**src/sv/nalp_pkg.sv**
```systemverilog
// ----------------------------------------------------------------------------
// NAL parser package
// Constants shared by the Annex B byte stream NAL unit parser and its checker.
// ----------------------------------------------------------------------------
package nalp_pkg;

  // Final byte of a start code; it must follow two or three zero bytes.
  localparam logic [7:0] START_CODE_BYTE = 8'h01;

  // Header byte field masks, applied after the shift to bit zero.
  localparam logic [7:0] IDC_MASK  = 8'h03;
  localparam logic [7:0] TYPE_MASK = 8'h1F;

  // Largest number of results that one stream byte can cause.
  localparam int MAX_BURST = 5;
  localparam int BURST_W   = 3;

  // Saturation values of the 16-bit result counters.
  localparam logic [15:0] COUNT16_MAX = 16'hFFFF;

endpackage

```
**src/sv/nal_unit_start_code_parser_top.sv**
```systemverilog
// ----------------------------------------------------------------------------
// Annex B byte stream NAL unit parser
// Strips start codes from an H.264 byte stream and delivers each NAL unit's
// bytes with first and last marks, decoded header fields, length and number.
// ----------------------------------------------------------------------------
//
//  Channel | Handshake           | Payload
//  --------+---------------------+-----------------------------------------------
//  in      | in_valid, in_ready  | stream_byte, end_of_stream
//  out     | out_valid, out_ready| payload_byte, unit_first, unit_last,
//          |                     | forbidden_flag, reference_idc, unit_type,
//          |                     | unit_length, unit_number, burst_end
//
// One stream byte is taken per cycle while the result buffer is empty or its
// final result is taken. A byte that releases k results (at most five) is turned
// into a burst in the result buffer, which drains one result per cycle while
// out_ready is high; the next byte waits for the final result of the burst.
// The buffer accepts the next byte in the cycle in which its final result is
// taken. Reset (rst, synchronous) empties the buffer and returns the parser to
// the state before the first start code. A stall on the out side stops the
// in side whenever a result is waiting, the final result of a burst included.
// ----------------------------------------------------------------------------
module nal_unit_start_code_parser_top #(
  parameter int LENGTH_BITS = 16
) (
  input  logic        clk,
  input  logic        rst,
  input  logic        in_valid,
  output logic        in_ready,
  input  logic [7:0]  stream_byte,
  input  logic        end_of_stream,
  output logic        out_valid,
  input  logic        out_ready,
  output logic [7:0]  payload_byte,
  output logic        unit_first,
  output logic        unit_last,
  output logic        forbidden_flag,
  output logic [1:0]  reference_idc,
  output logic [4:0]  unit_type,
  output logic [15:0] unit_length,
  output logic [15:0] unit_number,
  output logic        burst_end
);

  localparam int BW = nalp_pkg::BURST_W;
  localparam int NB = nalp_pkg::MAX_BURST;
  localparam logic [LENGTH_BITS-1:0] LEN_LIMIT = '1;

  // Parser state. The held byte is the newest unit byte; it is only released
  // once it is known whether it closes its unit.
  logic [1:0]             zero_run;
  logic [7:0]             held_byte;
  logic                   held_valid;
  logic                   inside_unit;
  logic                   expect_header;
  logic [7:0]             header_latch;
  logic [LENGTH_BITS-1:0] length_count;
  logic [15:0]            unit_count;

  // Result buffer: the bytes of one burst, shifted towards entry zero.
  logic [BW-1:0]          burst_left;
  logic [7:0]             burst_byte [NB];
  logic                   burst_flush;
  logic [LENGTH_BITS-1:0] out_length;
  logic [7:0]             out_header;
  logic [15:0]            out_number;

  logic accept_in;
  logic take_out;
  logic is_zero;
  logic is_start;
  logic flush;
  logic has_b;
  logic [1:0] step_zeros;
  logic [1:0] eos_zeros;
  logic [1:0] zero_run_next;
  logic [BW-1:0] zero_count;
  logic [BW-1:0] push_count;
  logic [BW-1:0] full_count;
  logic [BW-1:0] emit_count;
  logic [7:0] last_byte;
  logic [7:0] push_first;
  logic [7:0] header_next;
  logic [7:0] burst_byte_next [NB];
  logic [LENGTH_BITS:0] first_len_wide;
  logic [LENGTH_BITS:0] len_after_wide;
  logic [LENGTH_BITS-1:0] first_len;
  logic [LENGTH_BITS-1:0] length_next;
  logic [LENGTH_BITS+15:0] len_wide;

  assign take_out  = out_valid && out_ready;
  assign in_ready  = (burst_left == '0) || ((burst_left == BW'(1)) && out_ready);
  assign accept_in = in_valid && in_ready;

  assign is_zero  = (stream_byte == 8'h00);
  assign is_start = (stream_byte == nalp_pkg::START_CODE_BYTE) && zero_run[1];

  // Work out which zeros and which byte this transfer pushes into the unit.
  // The pushed bytes are zeros first and then, possibly, the stream byte.
  always_comb begin
    step_zeros    = 2'd0;
    eos_zeros     = 2'd0;
    has_b         = 1'b0;
    zero_run_next = zero_run;
    priority if (is_zero) begin
      if (zero_run == 2'd3) begin
        // A fourth zero: the oldest candidate cannot be part of a start code.
        step_zeros    = {1'b0, inside_unit};
        zero_run_next = 2'd3;
      end else begin
        zero_run_next = zero_run + 2'd1;
      end
      // At the end of the stream the remaining candidates are unit bytes.
      if (end_of_stream && inside_unit) begin
        eos_zeros = zero_run_next;
      end
    end else if (is_start) begin
      zero_run_next = 2'd0;
    end else begin
      if (inside_unit) begin
        step_zeros = zero_run;
        has_b      = 1'b1;
      end
      zero_run_next = 2'd0;
    end
  end

  // The sequence of bytes in play is the held byte (if any) followed by the
  // pushed bytes. A start code or the end of the stream releases all of it,
  // the last one marked; otherwise the newest stays held.
  assign flush      = is_start || (end_of_stream && inside_unit);
  assign zero_count = BW'(step_zeros) + BW'(eos_zeros);
  assign push_count = zero_count + BW'(has_b);
  assign full_count = push_count + BW'(held_valid);
  assign emit_count = flush ? full_count :
                      ((full_count == '0) ? '0 : full_count - BW'(1));

  assign last_byte   = has_b ? stream_byte : ((zero_count != '0) ? 8'h00 : held_byte);
  assign push_first  = (zero_count != '0) ? 8'h00 : stream_byte;
  assign header_next = (expect_header && (push_count != '0)) ? push_first : header_latch;

  always_comb begin
    for (int j = 0; j < NB; j++) begin
      if (held_valid && (j == 0)) begin
        burst_byte_next[j] = held_byte;
      end else if (BW'(j) < zero_count + BW'(held_valid)) begin
        burst_byte_next[j] = 8'h00;
      end else begin
        burst_byte_next[j] = stream_byte;
      end
    end
  end

  // The first released byte counts as the held one, or as the first pushed
  // byte when nothing was held.
  assign first_len_wide = {1'b0, length_count} + (LENGTH_BITS + 1)'(!held_valid);
  assign first_len      = (first_len_wide > (LENGTH_BITS + 1)'(LEN_LIMIT)) ?
                          LEN_LIMIT : first_len_wide[LENGTH_BITS-1:0];
  assign len_after_wide = {1'b0, length_count} + (LENGTH_BITS + 1)'(push_count);
  assign length_next    = (len_after_wide > (LENGTH_BITS + 1)'(LEN_LIMIT)) ?
                          LEN_LIMIT : len_after_wide[LENGTH_BITS-1:0];

  always_ff @(posedge clk) begin
    if (rst) begin
      zero_run      <= 2'd0;
      held_byte     <= 8'h00;
      held_valid    <= 1'b0;
      inside_unit   <= 1'b0;
      expect_header <= 1'b0;
      header_latch  <= 8'h00;
      length_count  <= '0;
      unit_count    <= 16'd0;
    end else if (accept_in) begin
      priority if (end_of_stream) begin
        // Everything pending leaves in this burst; a new stream follows.
        zero_run      <= 2'd0;
        held_byte     <= 8'h00;
        held_valid    <= 1'b0;
        inside_unit   <= 1'b0;
        expect_header <= 1'b0;
        header_latch  <= 8'h00;
        length_count  <= '0;
        unit_count    <= 16'd0;
      end else if (is_start) begin
        zero_run      <= 2'd0;
        held_valid    <= 1'b0;
        inside_unit   <= 1'b1;
        expect_header <= 1'b1;
        length_count  <= '0;
        if (unit_count != nalp_pkg::COUNT16_MAX) begin
          unit_count <= unit_count + 16'd1;
        end
      end else begin
        zero_run     <= zero_run_next;
        header_latch <= header_next;
        length_count <= length_next;
        if (full_count != '0) begin
          held_byte  <= last_byte;
          held_valid <= 1'b1;
        end
        if (push_count != '0) begin
          expect_header <= 1'b0;
        end
      end
    end
  end

  // Result buffer control.
  always_ff @(posedge clk) begin
    if (rst) begin
      burst_left <= '0;
    end else if (accept_in) begin
      burst_left <= emit_count;
    end else if (take_out) begin
      burst_left <= burst_left - BW'(1);
    end
  end

  // Result buffer payload.
  always_ff @(posedge clk) begin
    if (accept_in) begin
      burst_byte  <= burst_byte_next;
      burst_flush <= flush;
      out_length  <= first_len;
      out_header  <= header_next;
      out_number  <= unit_count;
    end else if (take_out) begin
      for (int j = 0; j < NB - 1; j++) begin
        burst_byte[j] <= burst_byte[j+1];
      end
      if (out_length != LEN_LIMIT) begin
        out_length <= out_length + LENGTH_BITS'(1);
      end
    end
  end

  assign len_wide = (LENGTH_BITS + 16)'(out_length);

  assign out_valid      = (burst_left != '0);
  assign payload_byte   = burst_byte[0];
  assign burst_end      = (burst_left == BW'(1));
  assign unit_last      = burst_flush && burst_end;
  assign unit_first     = (out_length == LENGTH_BITS'(1));
  assign forbidden_flag = out_header[7];
  assign reference_idc  = 2'((out_header >> 5) & nalp_pkg::IDC_MASK);
  assign unit_type      = 5'(out_header & nalp_pkg::TYPE_MASK);
  assign unit_length    = (len_wide > (LENGTH_BITS + 16)'(nalp_pkg::COUNT16_MAX)) ?
                          nalp_pkg::COUNT16_MAX : len_wide[15:0];
  assign unit_number    = out_number;

endmodule

```
**config.mk**
```make
export PLATFORM = sky130hd
export DESIGN_NAME = nal_unit_start_code_parser_top
export DESIGN_NICKNAME = d
export VERILOG_FILES = /design/src/sv/nalp_pkg.sv /design/src/sv/nal_unit_start_code_parser_top.sv
export SDC_FILE = /design/constraint.sdc
export NUM_CORES = 1
export LEC_CHECK = 0
export BUFFER_PORTS_ARGS = -buffer_cell sky130_fd_sc_hd__buf_2
export CAP_MARGIN = 20
export CORE_UTILIZATION = 50
export CTS_CLUSTER_SIZE = 12
export DETAILED_ROUTE_END_ITERATION = 10
export GPL_ROUTABILITY_DRIVEN = 0
export GPL_TIMING_DRIVEN = 1
export HOLD_SLACK_MARGIN = 0.1
export PLACE_DENSITY_LB_ADDON = 0.25
export SLEW_MARGIN = 20
export SYNTH_ARGS = -nofsm -noshare
export SYNTH_HDL_FRONTEND = slang
export SYNTH_SLANG_ARGS = --single-unit
```
**constraint.sdc**
```tcl
create_clock -name clk -period 6.35 [get_ports clk]
set_input_delay 1.27 -clock clk [delete_from_list [all_inputs] [get_ports clk]]
set_output_delay 1.27 -clock clk [all_outputs]
set_load 0.005 [all_outputs]
```
## Word-level counts from Yosys, hierarchy flattened

Cells that the tools add are included.

- Register bits after elaboration: 137
- Output and inout port bits: 53
- Logic and storage cells: 128

- $add $sub $neg: 11
- $lt $le $gt $ge: 8
- Equality and inequality tests: 7
- Multiplexer cells: 52
- Reductions and logical operators: 32

Operator list:

| cell | number |
|---|---|
| 2-to-1 mux 16 bit | 11 |
| 2-to-1 mux 8 bit | 14 |
| 2-to-1 mux 32 bit | 2 |
| greater-than comparator 17 x 16 -> 1 bit, second input constant | 2 |
| adder 16 x 1 -> 16 bit, second input constant | 2 |
| != test 16 bit, second input constant | 2 |
| nonzero test 3 bit | 7 |
| 2-to-1 mux 2 bit | 9 |
| adder 16 x 1 -> 17 bit | 1 |
| adder 16 x 3 -> 17 bit | 1 |
| equality test 16 x 1 -> 1 bit, second input constant | 1 |
| greater-than comparator 16 bit, second input constant | 1 |
| 2-to-1 mux 1 bit | 12 |
| 2-to-1 mux 3 bit | 4 |
| AND reduction 2 bit | 5 |
| nonzero test 2 bit | 5 |
| adder 3 x 1 -> 3 bit | 3 |
| equality test 8 x 1 -> 1 bit, second input constant | 1 |
| zero test 8 bit | 1 |
| logical AND 1 bit | 7 |
| zero test 3 bit | 2 |
| less-than comparator 1 x 3 -> 1 bit, first input constant | 2 |
| less-than comparator 2 x 3 -> 1 bit, first input constant | 2 |
| subtractor 3 x 1 -> 3 bit, second input constant | 2 |
| other kinds (10) | 11 |

## Longest topological paths before layout

- Depth after elaboration: 11
- Depth in mapped cells: 17
- Depth with buffers taken out: 15

## Least setup slack after synthesis

OpenSTA, ideal clock, no wires.

- Path kind: input port to flip-flop
- Start point: in stream_byte[5]
- End point: reg held_byte[0]
- Library setup time: 73 ps
- Arrival time: 5238 ps
- Required time: 6277 ps
- Slack: 1039 ps
- Cell stages on the path: 14
- Path through: or4_1 buf_2 or2_2 o311a_1 ha_1 fa_1 ha_1 ha_1 or2_2 inv_1 ha_1 nor2_1 a32oi_2 mux2i_1

- Cells in the longest elaborated chain, start to end: 10
- Elaborated cells between the ends (all ways): 21

Ends and longest elaborated chain:

| what | RTL line | text |
|---|---|---|
| from (decl) | nal_unit_start_code_parser_top.sv:30 | `input logic [7:0] stream_byte,` |
| equality test 8 x 1 -> 1 bit | nal_unit_start_code_parser_top.sv:96 | `assign is_start = (stream_byte == nalp_pkg::START_CODE_BYTE) && zero_run[1];` |
| logical AND 1 bit | nal_unit_start_code_parser_top.sv:96 |  |
| 2-to-1 mux 2 bit | nal_unit_start_code_parser_top.sv:117 | `end else if (is_start) begin` |
| 2-to-1 mux 2 bit | nal_unit_start_code_parser_top.sv:105 | `priority if (is_zero) begin` |
| adder 2 x 2 -> 3 bit | nal_unit_start_code_parser_top.sv:132 | `assign zero_count = BW'(step_zeros) + BW'(eos_zeros);` |
| adder 3 x 1 -> 3 bit | nal_unit_start_code_parser_top.sv:133 | `assign push_count = zero_count + BW'(has_b);` |
| adder 3 x 1 -> 3 bit | nal_unit_start_code_parser_top.sv:134 | `assign full_count = push_count + BW'(held_valid);` |
| nonzero test 3 bit | nal_unit_start_code_parser_top.sv:197 | `if (full_count != '0) begin` |
| nonzero test 2 bit (no line) | n/a |  |
| AND reduction 4 bit (no line) | n/a |  |
| to (signal assigned) | nal_unit_start_code_parser_top.sv:198 | `held_byte <= last_byte;` |
| to (decl) | nal_unit_start_code_parser_top.sv:52 | `logic [7:0] held_byte;` |

Parallel ways exist; a longest one is shown, timed or not. The select of a mux whose other input is x is not followed.
A chain may end at the register's enable or synchronous reset.

## Worst setup path after layout

- Start point: in stream_byte[5]
- End point: reg held_byte[6]

The elaborated chain is that of the path after synthesis.

==> flow_summary.json <==
{
  "port_buffers": 65,
  "fin_util_pct": 59.2,
  "grt_pass1_vias": 5064,
  "fin_crit_ps": 5550,
  "grtUsageMet1_pct": 30.6,
  "cp_num_buf_inv": 2,
  "met3_usage_pct": 4.75,
  "cts_resized": 0,
  "syn-instance-count": 673,
  "dr.pass1.iters": 6,
  "synth.net_count": 708,
  "via_per_inst": 5.94,
  "grt_start_max_net_pins": 71,
  "yosysSeqAreaShare_pct": 51.4,
  "clock_sinks": 137,
  "drive_above_1_share_pct": 16.1,
  "syn_avg_cell_area_um2": 10.3,
  "cp_data_required_time_ps": 6690,
  "max_stage_delay_ps": 700,
  "setup_viol": 0,
  "layout_commonest_cell": "edfxtp_1",
  "worstPathMaxFanout": 8,
  "rsz0062_at_grt": "no",
  "async_reset_ff_share_pct": 0,
  "synth_area_um2": 6910,
  "nNetsFinal": 760,
  "numCtsBuffers": 17,
  "busiest_layer": "met2",
  "coreArea_um2": 13300,
  "cts_tree": "done",
  "rows": 42,
  "die_x_um": 120,
  "final-max-slew-violation-count": 0,
  "area_delta_synth_final_pct": 14.3,
  "crit_arrival_ps": 5890,
  "clock_latency_ps": 430,
  "ys_ff_latch": 137,
  "grt-ovfl-total": 0,
  "cts-root-buf": "clkbuf_16",
  "crit_chain": "buf_2, or4_1, or2_2, o311a_1, ha_1, fa_1, ha_1, ha_1, or2_2, inv_1, ha_1, nor2_1, a32oi_2, mux2i_1",
  "final_cells": 914,
  "initial_core_util_pct": 51.8,
  "track_usage_pct": 22.3,
  "synth-edff-count": 81,
  "crit_family": "adder cells",
  "mostFrequentLayoutCells": "81 x edfxtp_1, 65 x buf_2, 64 x nand2_1, 56 x dfxtp_1, 51 x nor2_1",
  "htree_num_levels": 4,
  "max_freq_mhz": 180,
  "ioPinCount": 66,
  "min_path_type": "flop to flop",
  "synthFlopType": "edfxtp_1",
  "skew_ps": 7.60,
  "path_class": "primary input to flop",
  "synth_warnings": 0,
  "dr.first_iter.drc_count": 460,
  "floorplan.die.height_um": 120,
  "antenna_cells": 0,
  "final_hold_viol_count": 0,
  "ctsHoldBuffers": 0,
  "drcViolationCount": 0,
  "status": "finished, final reports clean",
  "finalSetupTns_ps": 0,
  "cpMostUsedCell": "ha_1",
  "wire_per_inst_um": 16.8,
  "grtUsageMet2_pct": 34.9,
  "leakagePower_nw": 3.00,
  "clockBufferDepth": 2,
  "post_cts_buffers": 0,
  "ys_types": 57,
  "hold-worst-slack_ps": 464,
  "drt_wl_total_um": 15400,
  "p_per_area_nw_per_um2": 396,
  "slew_headroom_pct": 38.9,
  "cp-end-kind": "flop",
  "clkSlewWorstSetupHoldPaths_ps": 60,
  "critPathSlowestCell": "or4_1",
  "worstMarginPinSlew_ps": 916,
  "via_count": 5430,
  "grt_pass1_wl_um": 25100,
  "drv_cap": 0,
  "ir_worst_vdd_v": 0.000181,
  "final_antenna_net_count": 0,
  "hpwl_um": 10200,
  "placedCellCount": 881,
  "fin_crit_sh_pct": 87.4,
  "crit_path_start_kind": "primary input",
  "antenna_found_initial": 0,
  "dieArea_um2": 14300
}
==> metal layers <==
metal  routed length (um)  vias up
li1                     -     2605
met1                 6890     2616
met2                 7370      187
met3                  902       22
met4                  225        0
met5                    0        -
==> registers in the layout, summed over array words and instances (netlist names) <==
| name | count |
|---|---|
| expect_header | 1 |
| burst_byte | 32 |
| length_count | 16 |
| payload_byte | 8 |
| held_valid | 1 |
| zero_run | 2 |
| inside_unit | 1 |
| unit_number | 16 |
| out_header | 8 |
| unit_count | 16 |
| burst_left | 3 |
| held_byte | 8 |
| header_latch | 8 |
| burst_flush | 1 |
| out_length | 16 |
==> Yosys cell counts, types with 16 or more instances <==
library cell | n | area share, %
edfxtp_1 | 81 | 35
xor2_1 | 16 | 2.0
inv_1 | 31 | 1.7
dfxtp_1 | 56 | 16
nor2_1 | 51 | 2.8
a21oi_1 | 30 | 2.2
o21ai_0 | 23 | 1.7
a22o_1 | 21 | 2.7
ha_1 | 20 | 3.6
nand3_1 | 28 | 2.0
clkbuf_1 | 28 | 1.5
nand2_1 | 64 | 3.5
==> cells by family (layout without fill, tap and decap cells) <==
| logic type | count (synthesis) | after routing | share of synthesized area [%] |
|---|---|---|---|
| AO/OA/AOI/OAI | 164 | 164 | 17.0 |
| flip-flops | 137 | 137 | 51.4 |
| adder cells (fa/ha/maj) | 22 | 22 | 4.20 |
| multiplexers | 18 | 18 | 2.77 |
| XOR/XNOR | 31 | 31 | 3.93 |
| AND/OR/NAND/NOR | 229 | 229 | 16.3 |
| buffers and inverters | 72 | 137 | 4.36 |
==> final timing paths <==
path | from | to | slack [ps] | cells after the start
max | stream_byte[5] | held_byte[6]$_SDFFE_PP0P_ | 800 | 14
min | held_byte[2]$_SDFFE_PP0P_ | held_byte[2]$_SDFFE_PP0P_ | 460 | 2
max reg2reg | zero_run[1]$_SDFFE_PP0P_ | held_byte[6]$_SDFFE_PP0P_ | 2380 | 12
min reg2reg | held_byte[2]$_SDFFE_PP0P_ | held_byte[2]$_SDFFE_PP0P_ | 460 | 2
==> metrics by stage <==
step | power [mW] | setup WS [ps] | area [um^2]
2_1_floorplan | 1.94 | 1040 | 6910
3_3_place_gp | 2.18 | 594 | 7330
3_5_place_dp | 2.21 | 417 | 7330
4_1_cts | 3.15 | 841 | 7890
5_1_grt | 3.29 | 628 | 7900
6_report | 3.13 | 799 | 7900
==> where the power goes <==
group	internal [mW]	leakage [nW]	total [mW]	switching [mW]
Combinational	0.315	1.48	0.783	0.468
Clock	0.571	0.272	0.939	0.368
Sequential	1.28	1.25	1.41	0.126
Total	2.17	3.00	3.13	0.962
==> worst register-to-register path, stage by stage, from the launching register on <==
cell	delay, ps
dfxtp_1	410
nor2b_1	100
o311a_1	340
ha_1	210
fa_1	490
ha_1	420
ha_1	370
or2_2	300
inv_1	60
ha_1	180
nor2_1	80
a32oi_2	650
mux2i_1	280
==> layout make-up <==
class,instances,area [um^2]
well taps,176,220
clock inverters,14,131
repair buffers,73,385
inverters,32,120
multi-input cells,464,3060
clock buffers,18,429
fillers,1163,5450
flip-flops and latches,137,3550
(Power assumes the default switching activity.)
